$ cat config.mk
export PLATFORM = sky130hd
export DESIGN_NAME = block_adpcm_decoder_unit
export DESIGN_NICKNAME = d
export VERILOG_FILES = /design/src/rtl/badpcm_pkg.sv /design/src/rtl/block_adpcm_decoder_unit.sv
export SDC_FILE = /design/constraint.sdc
export NUM_CORES = 1
export LEC_CHECK = 0
export BUFFER_PORTS_ARGS = -buffer_cell sky130_fd_sc_hd__buf_2
export CAP_MARGIN = 20
export CORE_UTILIZATION = 45
export DETAILED_ROUTE_END_ITERATION = 7
export PLACE_DENSITY_LB_ADDON = 0.08
export SYNTH_ARGS = -nofsm -noshare
export SYNTH_HDL_FRONTEND = slang
export SYNTH_SLANG_ARGS = --single-unit
export TNS_END_PERCENT = 1
$ cat constraint.sdc
create_clock -name clk -period 12.6 [get_ports clk]
set_input_delay 0.63 -clock clk [delete_from_list [all_inputs] [get_ports clk]]
set_output_delay 0.63 -clock clk [all_outputs]
set_load 0.05 [all_outputs]
$ cat src/rtl/badpcm_pkg.sv
`timescale 1ns / 1ps
// ----------------------------------------------------------------------------
// Block ADPCM decoder package
// Shared constants, block layout and predictor coefficient tables.
// ----------------------------------------------------------------------------
package badpcm_pkg;

	localparam int BLOCK_BYTES = 16;
	localparam int POS_W       = $clog2(BLOCK_BYTES);
	localparam int SAMPLE_W    = 16;
	localparam int COEF_W      = 8;
	localparam int FILTER_W    = 3;
	localparam int SHIFT_W     = 4;

	localparam logic [POS_W-1:0] POS_HEADER = POS_W'(0);
	localparam logic [POS_W-1:0] POS_FLAGS  = POS_W'(1);
	localparam logic [POS_W-1:0] POS_LAST   = POS_W'(BLOCK_BYTES - 1);

	localparam logic [7:0] FLAG_END = 8'd7;

	localparam logic [FILTER_W-1:0] FILTER_MAX = FILTER_W'(4);

	typedef logic signed [SAMPLE_W-1:0] sample_t;
	typedef logic signed [COEF_W-1:0]   coef_t;

	// First tap coefficient, in 64ths.
	function automatic coef_t coef_a(input logic [FILTER_W-1:0] filter);
		coef_t c;
		unique case (filter)
			3'd1:    c = 8'sd60;
			3'd2:    c = 8'sd115;
			3'd3:    c = 8'sd98;
			3'd4:    c = 8'sd122;
			default: c = 8'sd0;
		endcase
		return c;
	endfunction

	// Second tap coefficient, in 64ths.
	function automatic coef_t coef_b(input logic [FILTER_W-1:0] filter);
		coef_t c;
		unique case (filter)
			3'd2:    c = -8'sd52;
			3'd3:    c = -8'sd55;
			3'd4:    c = -8'sd60;
			default: c = 8'sd0;
		endcase
		return c;
	endfunction

endpackage

$ cat src/rtl/block_adpcm_decoder_unit.sv
`timescale 1ns / 1ps
// ----------------------------------------------------------------------------
// Block ADPCM decoder
// Decodes a byte stream of 16-byte ADPCM blocks into signed 16-bit samples.
// ----------------------------------------------------------------------------
// Usage:
// Bytes enter on data_byte/stream_start under byte_valid/byte_stall; a word is
// taken on a clock edge with byte_valid high and byte_stall low. Results leave
// on sample/end_of_sound/last under sample_valid/sample_stall.
// Each accepted byte sits in an input register while it is worked on. A
// header byte, a flag byte other than the end code, or any byte after the end
// marker completes at once and gives no result. The end flag gives one result.
// A data byte gives two results, one per nibble, one after the other, since
// the second sample is predicted from the first through the shared predictor
// and clamp, so a data byte holds the input register until its second nibble
// is done. Results are computed only while the output is free. A result is
// registered at the end of the cycle in which it is computed, so the first
// sample of a data byte follows the input register, the second once it leaves.
// While a result waits in the output register under stall, a byte that needs
// no result still completes and the next byte may be taken.
// Reset clears position, history, end mark and both valid registers.
// stream_start clears position, history and end mark before its byte.
// ----------------------------------------------------------------------------
module block_adpcm_decoder_unit (
	input  logic                                  clk,
	input  logic                                  arst_n,
	input  logic [7:0]                            data_byte,
	input  logic                                  stream_start,
	input  logic                                  byte_valid,
	output logic                                  byte_stall,
	output logic signed [badpcm_pkg::SAMPLE_W-1:0] sample,
	output logic                                  end_of_sound,
	output logic                                  last,
	output logic                                  sample_valid,
	input  logic                                  sample_stall
);

	// Input stage.
	logic                               valid_s1;
	logic [7:0]                         byte_s1;
	logic                               phase_q;

	// Decoder state.
	logic [badpcm_pkg::POS_W-1:0]       pos_q;
	logic [badpcm_pkg::SHIFT_W-1:0]     shift_q;
	logic [badpcm_pkg::FILTER_W-1:0]    filter_q;
	badpcm_pkg::sample_t                hist1_q;
	badpcm_pkg::sample_t                hist2_q;
	logic                               ended_q;

	// Output stage.
	badpcm_pkg::sample_t                sample_q;
	logic                               eos_q;
	logic                               last_q;
	logic                               out_valid_q;

	logic                               out_free;
	logic                               is_header;
	logic                               is_flags;
	logic                               is_end_flag;
	logic                               is_data;
	logic                               need_slot;
	logic                               emit;
	logic                               done;
	logic                               load;
	logic                               restart;
	logic [badpcm_pkg::POS_W-1:0]       pos_next;
	logic [badpcm_pkg::FILTER_W-1:0]    filter_new;

	logic [3:0]                         nib;
	badpcm_pkg::sample_t                residual;
	logic signed [23:0]                 prod_a;
	logic signed [23:0]                 prod_b;
	logic signed [25:0]                 acc;
	logic signed [19:0]                 pred;
	logic signed [20:0]                 total;
	badpcm_pkg::sample_t                clamped;

	assign out_free    = !out_valid_q || !sample_stall;
	assign is_header   = (pos_q == badpcm_pkg::POS_HEADER);
	assign is_flags    = (pos_q == badpcm_pkg::POS_FLAGS);
	assign is_end_flag = is_flags && (byte_s1 == badpcm_pkg::FLAG_END);
	assign is_data     = !is_header && !is_flags;
	assign need_slot   = !ended_q && (is_end_flag || is_data);
	assign emit        = valid_s1 && need_slot && out_free;

	// A data byte finishes with its second nibble; everything else in one pass.
	always_comb begin
		if (!valid_s1) begin
			done = 1'b0;
		end else if (ended_q) begin
			done = 1'b1;
		end else if (is_data) begin
			done = emit && phase_q;
		end else if (is_end_flag) begin
			done = emit;
		end else begin
			done = 1'b1;
		end
	end

	assign byte_stall = valid_s1 && !done;
	assign load       = byte_valid && !byte_stall;
	assign restart    = load && stream_start;
	assign pos_next   = (pos_q == badpcm_pkg::POS_LAST) ?
		badpcm_pkg::POS_HEADER : pos_q + badpcm_pkg::POS_W'(1);
	assign filter_new = (byte_s1[7:4] <= 4'(badpcm_pkg::FILTER_MAX)) ?
		byte_s1[6:4] : '0;

	// Sample datapath: residual, two-tap prediction, clamp.
	assign nib      = phase_q ? byte_s1[7:4] : byte_s1[3:0];
	assign residual = $signed({nib, 12'b0}) >>> shift_q;
	assign prod_a   = hist1_q * badpcm_pkg::coef_a(filter_q);
	assign prod_b   = hist2_q * badpcm_pkg::coef_b(filter_q);
	assign acc      = 26'(prod_a) + 26'(prod_b) + 26'sd32;
	assign pred     = 20'(acc >>> 6);
	assign total    = 21'(pred) + 21'(residual);

	always_comb begin
		if (total > 21'sd32767) begin
			clamped = 16'sh7FFF;
		end else if (total < -21'sd32768) begin
			clamped = 16'sh8000;
		end else begin
			clamped = total[15:0];
		end
	end

	always_ff @(posedge clk or negedge arst_n) begin
		if (!arst_n) begin
			valid_s1 <= 1'b0;
			phase_q  <= 1'b0;
			pos_q    <= '0;
			shift_q  <= '0;
			filter_q <= '0;
			hist1_q  <= '0;
			hist2_q  <= '0;
			ended_q  <= 1'b0;
		end else begin
			if (restart) begin
				// A stream start overrides the previous byte's position and history
				// updates, while a header's shift and filter still take effect.
				phase_q <= 1'b0;
				pos_q   <= '0;
				hist1_q <= '0;
				hist2_q <= '0;
				ended_q <= 1'b0;
				if (valid_s1 && !ended_q && is_header) begin
					shift_q  <= byte_s1[3:0];
					filter_q <= filter_new;
				end
			end else if (valid_s1 && !ended_q) begin
				if (is_header) begin
					shift_q  <= byte_s1[3:0];
					filter_q <= filter_new;
					pos_q    <= pos_next;
				end else if (is_flags) begin
					if (!is_end_flag || emit) begin
						pos_q <= pos_next;
					end
					if (is_end_flag && emit) begin
						ended_q <= 1'b1;
					end
				end else if (emit) begin
					hist1_q <= clamped;
					hist2_q <= hist1_q;
					phase_q <= !phase_q;
					if (phase_q) begin
						pos_q <= pos_next;
					end
				end
			end
			if (load) begin
				valid_s1 <= 1'b1;
			end else if (done) begin
				valid_s1 <= 1'b0;
			end
		end
	end

	always_ff @(posedge clk) begin
		if (load) begin
			byte_s1 <= data_byte;
		end
	end

	always_ff @(posedge clk or negedge arst_n) begin
		if (!arst_n) begin
			out_valid_q <= 1'b0;
		end else if (emit) begin
			out_valid_q <= 1'b1;
		end else if (!sample_stall) begin
			out_valid_q <= 1'b0;
		end
	end

	always_ff @(posedge clk) begin
		if (emit) begin
			sample_q <= is_data ? clamped : '0;
			eos_q    <= !is_data;
			last_q   <= !is_data || phase_q;
		end
	end

	assign sample       = sample_q;
	assign end_of_sound = eos_q;
	assign last         = last_q;
	assign sample_valid = out_valid_q;

endmodule

; ---- Word level (Yosys, flattened, before mapping)
; Index checks and enable logic that the tools add are counted.
[op_classes]
eq_ne = 12
n_reduce_logical = 39
n_mul = 2
n_shift = 1
mux = 50
n_lt_le_gt_ge = 3
add_sub_neg = 4
[ops]
columns = op, count
row1 = $mux W16, 12
row2 = $mux W4, 13
row3 = $mul A16 B8 Y24, 2
row4 = $pmux W7 S4, 1
row5 = $add A25 B7 Y26 const B, 1
row6 = $add A24 B24 Y25, 1
row7 = $pmux W8 S3, 1
row8 = $add A20 B16 Y21, 1
row9 = $gt A21 B16 Y1 const B, 1
row10 = $lt A21 B16 Y1 const B, 1
row11 = $mux W1, 18
row12 = $sshr A16 B4 Y16, 1
row13 = $mux W3, 5
row14 = $logic_and A1 B1 Y1, 12
row15 = $reduce_and A4 Y1, 3
row16 = $reduce_bool A2 Y1, 6
row17 = $logic_not A1 Y1, 10
row18 = $eq A8 B3 Y1 const B, 1
row19 = $ne A2 B1 Y1 const B, 4
row20 = $reduce_bool A4 Y1, 2
row21 = $eq A3 B2 Y1 const B, 2
row22 = $add A4 B1 Y4 const B, 1
row23 = $eq A4 B1 Y1 const B, 1
row24 = $eq A4 B4 Y1 const B, 1
row25 = 7 further kinds, 10
[totals]
inputBits = 13
out_inout_bits = 20
regBits = 73

; ---- Longest topological paths before layout
; Gate-level depths: netlist of the first run.
[depth]
depth_word = 18
depth_mapped = 38

; ---- Least setup slack after synthesis of the first run
; OpenSTA, ideal clock, no wires.
[synth_path]
path_type = flip-flop to flip-flop
startpoint = reg filter_q[0] (netlist bit)
endpoint = reg sample_q[10], in the netlist sample[10], data pin
required_time_ns = 12.337
path_slack_ns = 3.543
arrival_time_ns = 8.795
path_stages_with_launch = 38
path_cell_list = dfrtp_1 clkbuf_1 nand2b_1 a21oi_1 or2_2 clkbuf_1 and2_1 fa_1 inv_1 fa_1 inv_1 fa_1 fa_1 fa_1 inv_1 fa_1 inv_1 ha_1 [... 2 more ...] a2111o_1 a21o_1 a311oi_1 a311o_1 and2_1 nor2_1 xnor2_1 ha_1 a21o_1 a21o_1 a21oi_1 o41ai_2 a31oi_1 xor2_1 nand3_2 o21ai_2 buf_2 o21ai_0
[synth_between]
elab_chain_cells = 9
elab_cells_between_ends = 15
[synth_lines]
columns = element, line
row1 = "start, declared", block_adpcm_decoder_unit.sv:46  ; logic [badpcm_pkg::FILTER_W-1:0] filter_q;
row2 = "start signal, assigned", block_adpcm_decoder_unit.sv:150  ; filter_q <= filter_new;
row3 = "start signal, assigned", block_adpcm_decoder_unit.sv:155  ; filter_q <= filter_new;
row4 = "$eq A3 B3 Y1, or another cell as far along", "badpcm_pkg.sv:29, badpcm_pkg.sv:42"
row5 = $pmux W7 S4 or $pmux W8 S3 (tied branches), "badpcm_pkg.sv:29, badpcm_pkg.sv:42"
row6 = "$mul A16 B8 Y24, on equally long branches", "block_adpcm_decoder_unit.sv:113, block_adpcm_decoder_unit.sv:114"
row7 = $add A24 B24 Y25 *, block_adpcm_decoder_unit.sv:115  ; assign acc = 26'(prod_a) + 26'(prod_b) + 26'sd32;
row8 = $add A25 B7 Y26 *, block_adpcm_decoder_unit.sv:115
row9 = $add A20 B16 Y21 *, block_adpcm_decoder_unit.sv:117  ; assign total = 21'(pred) + 21'(residual);
row10 = $lt A21 B16 Y1, block_adpcm_decoder_unit.sv:122  ; end else if (total < -21'sd32768) begin
row11 = $mux W16, block_adpcm_decoder_unit.sv:122
row12 = $mux W16 *, block_adpcm_decoder_unit.sv:120  ; if (total > 21'sd32767) begin
row13 = "end signal, assigned", block_adpcm_decoder_unit.sv:199  ; sample_q <= is_data ? clamped : '0;
row14 = "end, declared", block_adpcm_decoder_unit.sv:52  ; badpcm_pkg::sample_t sample_q;
; Every way passes the cells marked *; elsewhere a longest branch is shown, timed or not.
; A chain may end at the register's enable or synchronous reset.

; ---- Worst setup path after layout of the first run
[layout_path]
startpoint = reg filter_q[0] (netlist bit)
endpoint = reg sample_q[4], in the netlist sample[4], data pin
; Same word-level chain as after synthesis.

==> results of run 1 <==
-- metal layers --
metal	track usage, %	part of all wire (%)
met5	0	0
met4	5.08	1.8
met3	3.69	4.0
met2	36.7	46
met1	34.2	49
-- state kept, by name, summed over array words and instances, names as in the netlist --
name and cells:
byte_s1 8, phase_q 1, pos_q 4, sample_valid 1, hist2_q 16, ended_q 1, shift_q 4, last 1
hist1_q 16, end_of_sound 1, sample 16, valid_s1 1, filter_q 3
-- area by class of cell --
cell class,count,area (µm²)
fillers,2507,13300
inverters,272,1020
multi-input cells,936,8960
flip-flops and latches,73,1960
well taps,335,419
clock inverters,7,101
repair buffers,43,250
clock buffers,9,225
-- cell families after synthesis --
logic type / count (synthesis) / share of synthesized area, %
AND/OR/NAND/NOR: 373 / 15.6
adder cells (fa/ha/maj): 316 / 44.4
buffers and inverters: 309 / 9.83
AO/OA/AOI/OAI: 195 / 10.1
flip-flops: 73 / 16.2
XOR/XNOR: 38 / 2.75
multiplexers: 14 / 1.22
-- worst max-delay path, delay by kind of cell (launching register included) --
kind | cells | cell delay (ns)
flops | 1 | 0.81
fa+ha+maj | 8 | 3.78
xor+xnor | 2 | 0.49
simple gates | 6 | 1.32
buf+inv | 5 | 0.42
compound gates | 14 | 3.38
-- worst paths after layout --
kind | start | to | slack [ns] | cells after the start
hold / removal | arst_n | hist2_q[3]$_DFFE_PN0P_ | 0.40 | 2
min in group clk | data_byte[1] | byte_s1[1]$_DFFE_PP_ | 0.45 | 1
setup reg to reg | filter_q[0]$_DFFE_PN0P_ | sample[4]$_SDFFCE_PN0P_ | 2.09 | 35
setup / recovery | filter_q[0]$_DFFE_PN0P_ | sample[4]$_SDFFCE_PN0P_ | 2.09 | 35
max in group asynchronous | arst_n | hist1_q[14]$_DFFE_PN0P_ | 11.76 | 2
hold reg to reg | ended_q$_DFFE_PN0P_ | ended_q$_DFFE_PN0P_ | 0.50 | 2
-- metrics by stage --
stage,cells,hold WS [ns],utilization (%),setup slack [ns]
2_1_floorplan,1318,0.334,-,3.54
3_3_place_gp,1657,0.492,48.0,2.11
3_5_place_dp,1657,0.494,48.0,1.69
4_1_cts,1673,0.417,49.3,1.68
5_1_grt,1675,0.436,49.3,1.41
6_report,1675,0.396,49.3,2.09
-- cell usage in the layout, fill, tap and decap left out, drive strengths merged, types with 17 or more instances in the layout --
| master | instances |
|---|---|
| buf | 43 |
| ha | 128 |
| a21oi | 69 |
| and3 | 19 |
| o21ai | 61 |
| and2 | 109 |
| nand2 | 115 |
| fa | 188 |
| dfrtp | 47 |
| nor2 | 65 |
| edfxtp | 26 |
| inv | 272 |
| nand2b | 17 |
| xnor2 | 25 |
==> impl_metrics.csv, run 1 <==
group,metric,value,unit
worst_setup_path,arrival,10.57,ns
finish,drive_gt1_share,6.34,%
clock_network,hold_buffers,0,
clock_network,cts_htree_levels,3,
global_route,grt_max_degree,48,
clock_network,cts_setup_buffers,0,
synthesis,syn-mean-instance-area,9.18,µm²
clock_network,cts.clk_slew.worst_paths,0.06,ns
global_route,grt_pass1_vias,9147,
synthesis,ys_top_cells_by_area,"fa_1, ha_1, dfrtp_1",
sta,setup_violations,0,
drt,vias,8591,
worst_setup_path,crit_required,12.66,ns
global_route,grt_use_total,23.4,%
drt,first_iter_violations,600,
sta,post-route-period-util,83.4,%
run,cap_viol_max_count,0,
worst_setup_path,cp_max_fo,20,
worst_setup_path,endpoint_kind,"flop",
synthesis,synth_cell_types,63,
drt,first_pass_iters,5,
drt,post_drt_wl_per_cell,17.7,µm
sta,fmax,95.2,MHz
sta,relSlewSlack,39.4,%
floorplanning,pin_count,33,
synthesis,syn-instance-count,1318,
floorplanning,coreArea,26200,µm²
clock_network,cts_tree,"done",
clock_network,clk_latency,0.35,ns
synthesis,synth_top_area_cell,"fa_1",
drt,drt-vias-per-instance,5.13,
synthesis,yosysMostFrequentCell,"inv_1",
floorplanning,num_rows,59,
synthesis,synth_warnings,0,
finish,stdcell_area,12900,µm²
global_route,overflow,0,
worst_setup_path,cp-start-kind,"flop",
synthesis,syn_nets,1647,
drt,drt-total-wl,29.7,mm
clock_network,cts_root_buf,"clkbuf_16",
floorplanning,die_x,166,µm
clock_network,clk_path_buf_depth,2,
synthesis,synth_top_area_share,31.1,%
finish,final_nets,1664,
sta,worst_slew_pin_slew,0.908,ns
finish,n_antenna_cell,0,
place,gp_congestion,0.894,
sta,min_period,10.51,ns
synthesis,syn_area,12100,µm²
clock_network,cts_buffers,9,
sta,drv_slew,0,
worst_setup_path,slowest_delay,0.81,ns
worst_setup_path,worstSetupPathType,"flop to flop",
finish,area_delta_synth_final,6.94,%
synthesis,ys_async_sr_fraction,64.4,%
floorplanning,floorplan.initialDensity,46.1,%
sta,fin_setup_tns,0,ns
floorplanning,die_h,166,µm
synthesis,synthFlopType,"dfrtp_1",
global_route,grt_pass1_wl,50.1,mm
worst_setup_path,crit_top_cell,"fa_1",
run_status,status,"finished, final reports clean",
sta,finalClockSkew,0.00722,ns
worst_setup_path,critPathSlowestCell,"dfrtp_1",
sta,rsz0062_at_grt,"no",
synthesis,synth_seq_cells,73,
drt,drc,0,
place,dp_hpwl,24.5,mm
floorplanning,dieArea,27500,µm²
synthesis,synthTopCellsByCount,"inv_1, fa_1, ha_1",
global_route,antenna_found_initial,0,
synthesis,yosysSeqAreaShare,16.2,%
sta,hold_viol,0,
clock_network,ctsResizeCount,0,
clock_network,clock_sinks,73,
place,port-buffer-count,32,
place,placed_area,12600,µm²
drt,ant_nets,0,
synthesis,synth_edf_count,26,
hold_path,hold_path_class,"input pin to async pin",
Power of run 1 is not shown: default switching activity piles up to over one toggle a cycle in this logic, so the estimate is an artifact.
==> run 2: changes to the inputs <==
--- a/config.mk
+++ b/config.mk
@@ -5,6 +5,7 @@
 export SDC_FILE = /design/constraint.sdc
 export NUM_CORES = 1
 export LEC_CHECK = 0
+export ABC_AREA = 1
 export BUFFER_PORTS_ARGS = -buffer_cell sky130_fd_sc_hd__buf_2
 export CAP_MARGIN = 20
 export CORE_UTILIZATION = 45
==> constraint.sdc (replaced) <==
create_clock -name clk -period 9.33 [get_ports clk]
set_input_delay 0.4665 -clock clk [delete_from_list [all_inputs] [get_ports clk]]
set_output_delay 0.4665 -clock clk [all_outputs]
set_load 0.05 [all_outputs]
==> run 2 against run 1 <==
Net effect: register-to-register slack got worse by 1.4 ns; final area is 1.5% higher; flip-flop and latch count stayed put; non-clock buffer count did not move; first-iteration DRC count down 5.3%; sequential share of layout area down 0.22 points; setup slack worse by 1.4 ns; highest routed layer unchanged; synthesized cell count grew 14%; clock-buffer cell count unchanged; critical path depth up 2.
==> impl_metrics.csv, run 2 <==
group,metric,value,unit
run_status,status,"finished, final reports clean",
floorplanning,coreArea,26900,µm²
sta,rsz0062_at_grt,"no",
sta,relSlewSlack,30.9,%
synthesis,yosysMostFrequentCell,"inv_1",
clock_network,clock_sinks,73,
synthesis,ys_top_cells_by_area,"fa_1, ha_1, inv_1",
drt,ant_nets,0,
worst_setup_path,path_buf_inv,10,
synthesis,syn_area,12300,µm²
finish,area_delta_synth_final,6.76,%
synthesis,synth_cell_types,44,
hold_path,hold_path_class,"input pin to async pin",
sta,fmax,116,MHz
clock_network,cts_setup_buffers,0,
clock_network,clk_latency,0.36,ns
worst_setup_path,worstSetupPathType,"flop to flop",
clock_network,cts_tree,"done",
synthesis,ys_async_sr_fraction,64.4,%
sta,fin_setup_tns,0,ns
drt,drt-vias-per-instance,5.00,
synthesis,synth_top_area_share,30.6,%
worst_setup_path,path_delay_family,"adder cells",
drt,first_iter_violations,568,
sta,post-route-period-util,92.7,%
sta,min_period,8.65,ns
clock_network,hold_buffers,0,
drt,drc,0,
drt,vias,9415,
worst_setup_path,cp_max_fo,26,
floorplanning,floorplan.initialDensity,45.7,%
worst_setup_path,crit_top_cell,"inv_1",
clock_network,ctsResizeCount,0,
synthesis,syn-instance-count,1507,
worst_setup_path,critPathSlowestCell,"fa_1",
floorplanning,dieArea,28000,µm²
sta,drv_slew,0,
global_route,overflow,0,
worst_setup_path,arrival,8.74,ns
finish,stdcell_area,13100,µm²
synthesis,synth_warnings,0,
floorplanning,num_rows,60,
synthesis,synth_top_area_cell,"fa_1",
synthesis,syn_nets,1836,
global_route,grt_use_total,24.6,%
worst_setup_path,endpoint_kind,"flop",
floorplanning,die_h,167,µm
finish,fin_util,48.8,%
sta,finalClockSkew,0.00894,ns
global_route,antenna_found_initial,0,
finish,drive_gt1_share,5.58,%
global_route,grt_pass1_vias,10043,
place,gp_congestion,0.897,
synthesis,synthFlopType,"dfrtp_1",
sta,hold_viol,0,
floorplanning,pin_count,33,
clock_network,cts_root_buf,"clkbuf_16",
worst_setup_path,crit_required,9.42,ns
worst_setup_path,slowest_delay,0.52,ns
finish,final_nets,1866,
synthesis,synth_edf_count,26,
global_route,grt_pass1_wl,52.7,mm
synthesis,synth_seq_cells,73,
place,port-buffer-count,32,
place,dp_hpwl,26.6,mm
drt,first_pass_iters,5,
sta,worst_slew_pin_slew,1.03,ns
worst_setup_path,cp-start-kind,"flop",
floorplanning,die_x,167,µm
drt,post_drt_wl_per_cell,16.5,µm
clock_network,cts_htree_levels,3,
worst_setup_path,crit_start,"filter_q[0]$_DFFE_PN0P_",
drt,drt-total-wl,31.2,mm
finish,n_antenna_cell,0,
synthesis,syn-mean-instance-area,8.15,µm²
finish,nFillCells,2706,
clock_network,cts.clk_slew.worst_paths,0.08,ns
synthesis,synthTopCellsByCount,"inv_1, nand2_1, nor2_1",
global_route,grt_max_degree,48,
sta,setup_violations,0,
place,placed_area,12800,µm²
finish,layout_commonest_cell,"inv_1",
run,cap_viol_max_count,0,
synthesis,yosysSeqAreaShare,15.9,%
clock_network,cts_buffers,9,
clock_network,clk_path_buf_depth,2,
finish,mostFrequentLayoutCells,"inv_1, nand2_1, nor2_1",
worst_setup_path,r2r-start,"filter_q[0]$_DFFE_PN0P_",
run 2: per-layer routing:
metal / routed length (µm) / global-route usage [%] / up-vias / part of all wire, %
li1: - / - / 4623 / -
met5: 0 / 0 / - / 0
met3: 1470 / 3.24 / 37 / 4.7
met2: 14500 / 40.5 / 230 / 47
met1: 14400 / 33.7 / 4525 / 46
met4: 797 / 7.46 / 0 / 2.6
run 2: path summary, 6_finish.rpt:
kind / slack, ns / to / cells after the start
setup / recovery: 0.68 / sample[6]$_SDFFCE_PN0P_ / 37
hold / removal: 0.25 / hist2_q[2]$_DFFE_PN0P_ / 2
setup reg to reg: 0.68 / sample[6]$_SDFFCE_PN0P_ / 37
hold reg to reg: 0.48 / hist1_q[14]$_DFFE_PN0P_ / 2
max in group asynchronous: 8.58 / hist1_q[15]$_DFFE_PN0P_ / 2
min in group clk: 0.28 / byte_s1[2]$_DFFE_PP_ / 1
run 2: final cells by class:
| cell class | count | area (µm²) | share of cell area, % |
|---|---|---|---|
| clock buffer | 9 | 225 | 1.72 |
| clock inverter | 7 | 72.6 | 0.553 |
| inverter | 368 | 1390 | 10.6 |
| multi-input combinational | 1042 | 8800 | 67.1 |
| sequential | 73 | 1960 | 14.9 |
| tap | 341 | 427 | 3.25 |
| timing repair buffer | 43 | 243 | 1.85 |
run 2: logic make-up after synthesis:
logic type / synth area share, %
multiplexers: 0.0815
flip-flops: 15.9
AND/OR/NAND/NOR: 17.6
AO/OA/AOI/OAI: 7.26
XOR/XNOR: 2.99
buffers and inverters: 12.5
adder cells (fa/ha/maj): 43.7
run 2: worst register-to-register path, delay by kind of cell (launching register included):
| kind | cells | cell delay, ns |
|---|---|---|
| fa+ha+maj | 8 | 3.73 |
| buf+inv | 10 | 1.46 |
| compound gates | 7 | 1.41 |
| simple gates | 11 | 1.22 |
| flops | 1 | 0.41 |
| xor+xnor | 1 | 0.18 |
run 2: metrics by stage:
step                hold WS [ns]  instances  worst slack, ns
global route               0.265       1883           0.0816
floorplan                  0.171       1507             1.57
global placement           0.465       1867            0.699
CTS                        0.264       1883            0.714
finish                     0.250       1883            0.679
detailed placement         0.468       1867            0.758
Power of run 2 is left out for the same reason.
==> run 3: changes to the inputs <==
--- a/config.mk
+++ b/config.mk
@@ -11,6 +11,7 @@
 export CORE_UTILIZATION = 45
 export DETAILED_ROUTE_END_ITERATION = 7
 export PLACE_DENSITY_LB_ADDON = 0.08
+export RECOVER_POWER = 50
 export SYNTH_ARGS = -nofsm -noshare
 export SYNTH_HDL_FRONTEND = slang
 export SYNTH_SLANG_ARGS = --single-unit
==> run 3 against run 2 <==
Net effect: the flow now finishes with violations (capacitance limit, slew limit); sequential share of layout area grew 0.053 points; clock-buffer cell count did not move; utilization down 0.17 points; cell count is the same; via count about the same; hold slack better by 0.029 ns; die area unchanged; first-iteration DRC count is 1.1% lower; clock skew is 0.0011 ns higher; critical path depth is the same; critical path type unchanged.
==> impl_metrics.csv, run 3 (synthesized netlist as in run 2, its figures left out) <==
group,metric,value,unit
sta,worst_slew_pin_slew,3.11,ns
hold_path,hold_path_class,"input pin to flop",
run,cap_viol_max_count,1,
drt,drc,0,
finish,n_antenna_cell,0,
drt,post_drt_wl_per_cell,16.5,µm
global_route,overflow,0,
global_route,grt_pass1_wl,52.7,mm
clock_network,cts_root_buf,"clkbuf_16",
worst_setup_path,path_buf_inv,10,
floorplanning,coreArea,26900,µm²
finish,drive_gt1_share,4.02,%
clock_network,clk_latency,0.36,ns
hold_path,hold-path-cell-count,1,
finish,layout_commonest_cell,"inv_1",
worst_setup_path,slowest_delay,0.52,ns
sta,drv_slew,48,
clock_network,clock_sinks,73,
worst_setup_path,path_delay_family,"adder cells",
place,dp_hpwl,26.6,mm
drt,vias,9408,
global_route,grt_pass1_vias,10043,
sta,hold_viol,0,
worst_setup_path,worstSetupPathType,"flop to flop",
worst_setup_path,ff2ff_setup_slack,0.64,ns
drt,ant_nets,0,
worst_setup_path,arrival,8.76,ns
finish,area_delta_synth_final,6.38,%
run_status,status,"finished with violations",
floorplanning,die_h,167,µm
floorplanning,pin_count,33,
floorplanning,die_x,167,µm
finish,final_nets,1866,
worst_setup_path,r2r-start,"filter_q[0]$_DFFE_PN0P_",
sta,finalClockSkew,0.0100,ns
global_route,grt_max_degree,48,
worst_setup_path,endpoint_kind,"flop",
clock_network,cts_tree,"done",
worst_setup_path,critPathSlowestCell,"fa_1",
clock_network,ctsResizeCount,0,
clock_network,cts.clk_slew.worst_paths,0.08,ns
worst_setup_path,crit_top_cell,"inv_1",
clock_network,cts_buffers,9,
sta,relSlewSlack,-107,%
worst_setup_path,cp_max_fo,26,
place,port-buffer-count,32,
floorplanning,floorplan.initialDensity,45.7,%
floorplanning,num_rows,60,
clock_network,hold_buffers,0,
clock_network,cts_htree_levels,3,
sta,rsz0062_at_grt,"no",
place,gp_congestion,0.897,
sta,setup_violations,0,
drt,drt-total-wl,31.1,mm
floorplanning,dieArea,28000,µm²
clock_network,cts_setup_buffers,0,
worst_setup_path,reg2reg_to,"sample[6]$_SDFFCE_PN0P_",
sta,fmax,115,MHz
global_route,antenna_found_initial,0,
drt,drt-vias-per-instance,5.00,
global_route,grt_use_total,24.6,%
finish,mostFrequentLayoutCells,"inv_1, nand2_1, nor2_1",
hold_path,min_from,"data_byte[2]",
clock_network,clk_path_buf_depth,2,
worst_setup_path,crit_required,9.40,ns
worst_setup_path,ff2ff_path_depth,37,
drt,first_iter_violations,562,
sta,fin_setup_tns,0,ns
drt,first_pass_iters,6,
finish,fin_util,48.6,%
run_status,violations,"capacitance limit, slew limit",
sta,post-route-period-util,93.1,%
worst_setup_path,cp-start-kind,"flop",
sta,min_period,8.69,ns
sta,holdWs,0.279,ns
finish,nFillCells,2719,
hold_path,whs_endpoint,"byte_s1[2]$_DFFE_PP_",
==> run 3: layout make-up <==
| class | count | area (µm²) | share of cell area [%] |
|---|---|---|---|
| Clock buffer | 9 | 225 | 1.72 |
| Clock inverter | 7 | 72.6 | 0.555 |
| Inverter | 368 | 1390 | 10.7 |
| Multi-Input combinational cell | 1042 | 8780 | 67.2 |
| Sequential cell | 73 | 1960 | 15.0 |
| Tap cell | 341 | 427 | 3.26 |
| Timing Repair Buffer | 43 | 215 | 1.65 |
==> run 3: metrics by stage <==
step / setup WS [ns] / cells / instance area, µm²
2_1_floorplan: 1.57 / 1507 / 12300
3_3_place_gp: 0.699 / 1867 / 12800
3_5_place_dp: 0.758 / 1867 / 12800
4_1_cts: 0.714 / 1883 / 13100
5_1_grt: 0.0637 / 1883 / 13100
6_report: 0.642 / 1883 / 13100
==> run 3: how the worst max path moves through the flow <==
stage                            startpoint                  endpoint  slack (ns)  cells after the start
global placement    filter_q[0]$_DFFE_PN0P_   sample[6]$_SDFFCE_PN0P_        0.70                     36
CTS                 filter_q[0]$_DFFE_PN0P_   sample[6]$_SDFFCE_PN0P_        0.71                     37
detailed placement  filter_q[0]$_DFFE_PN0P_   sample[3]$_SDFFCE_PN0P_        0.76                     36
global route        filter_q[0]$_DFFE_PN0P_   sample[6]$_SDFFCE_PN0P_        0.06                     37
finish              filter_q[0]$_DFFE_PN0P_   sample[6]$_SDFFCE_PN0P_        0.64                     37
floorplan           filter_q[1]$_DFFE_PN0P_  sample[11]$_SDFFCE_PN0P_        1.57                     38
==> run 3: per-layer routing <==
layer	vias to the layer above	global-route usage, %	part of all wire, %
li1	4620	-	-
met5	-	0	0
met3	41	3.24	4.3
met1	4528	33.7	46
met4	0	7.46	2.6
met2	219	40.5	47
Power of run 3 is left out for the same reason.
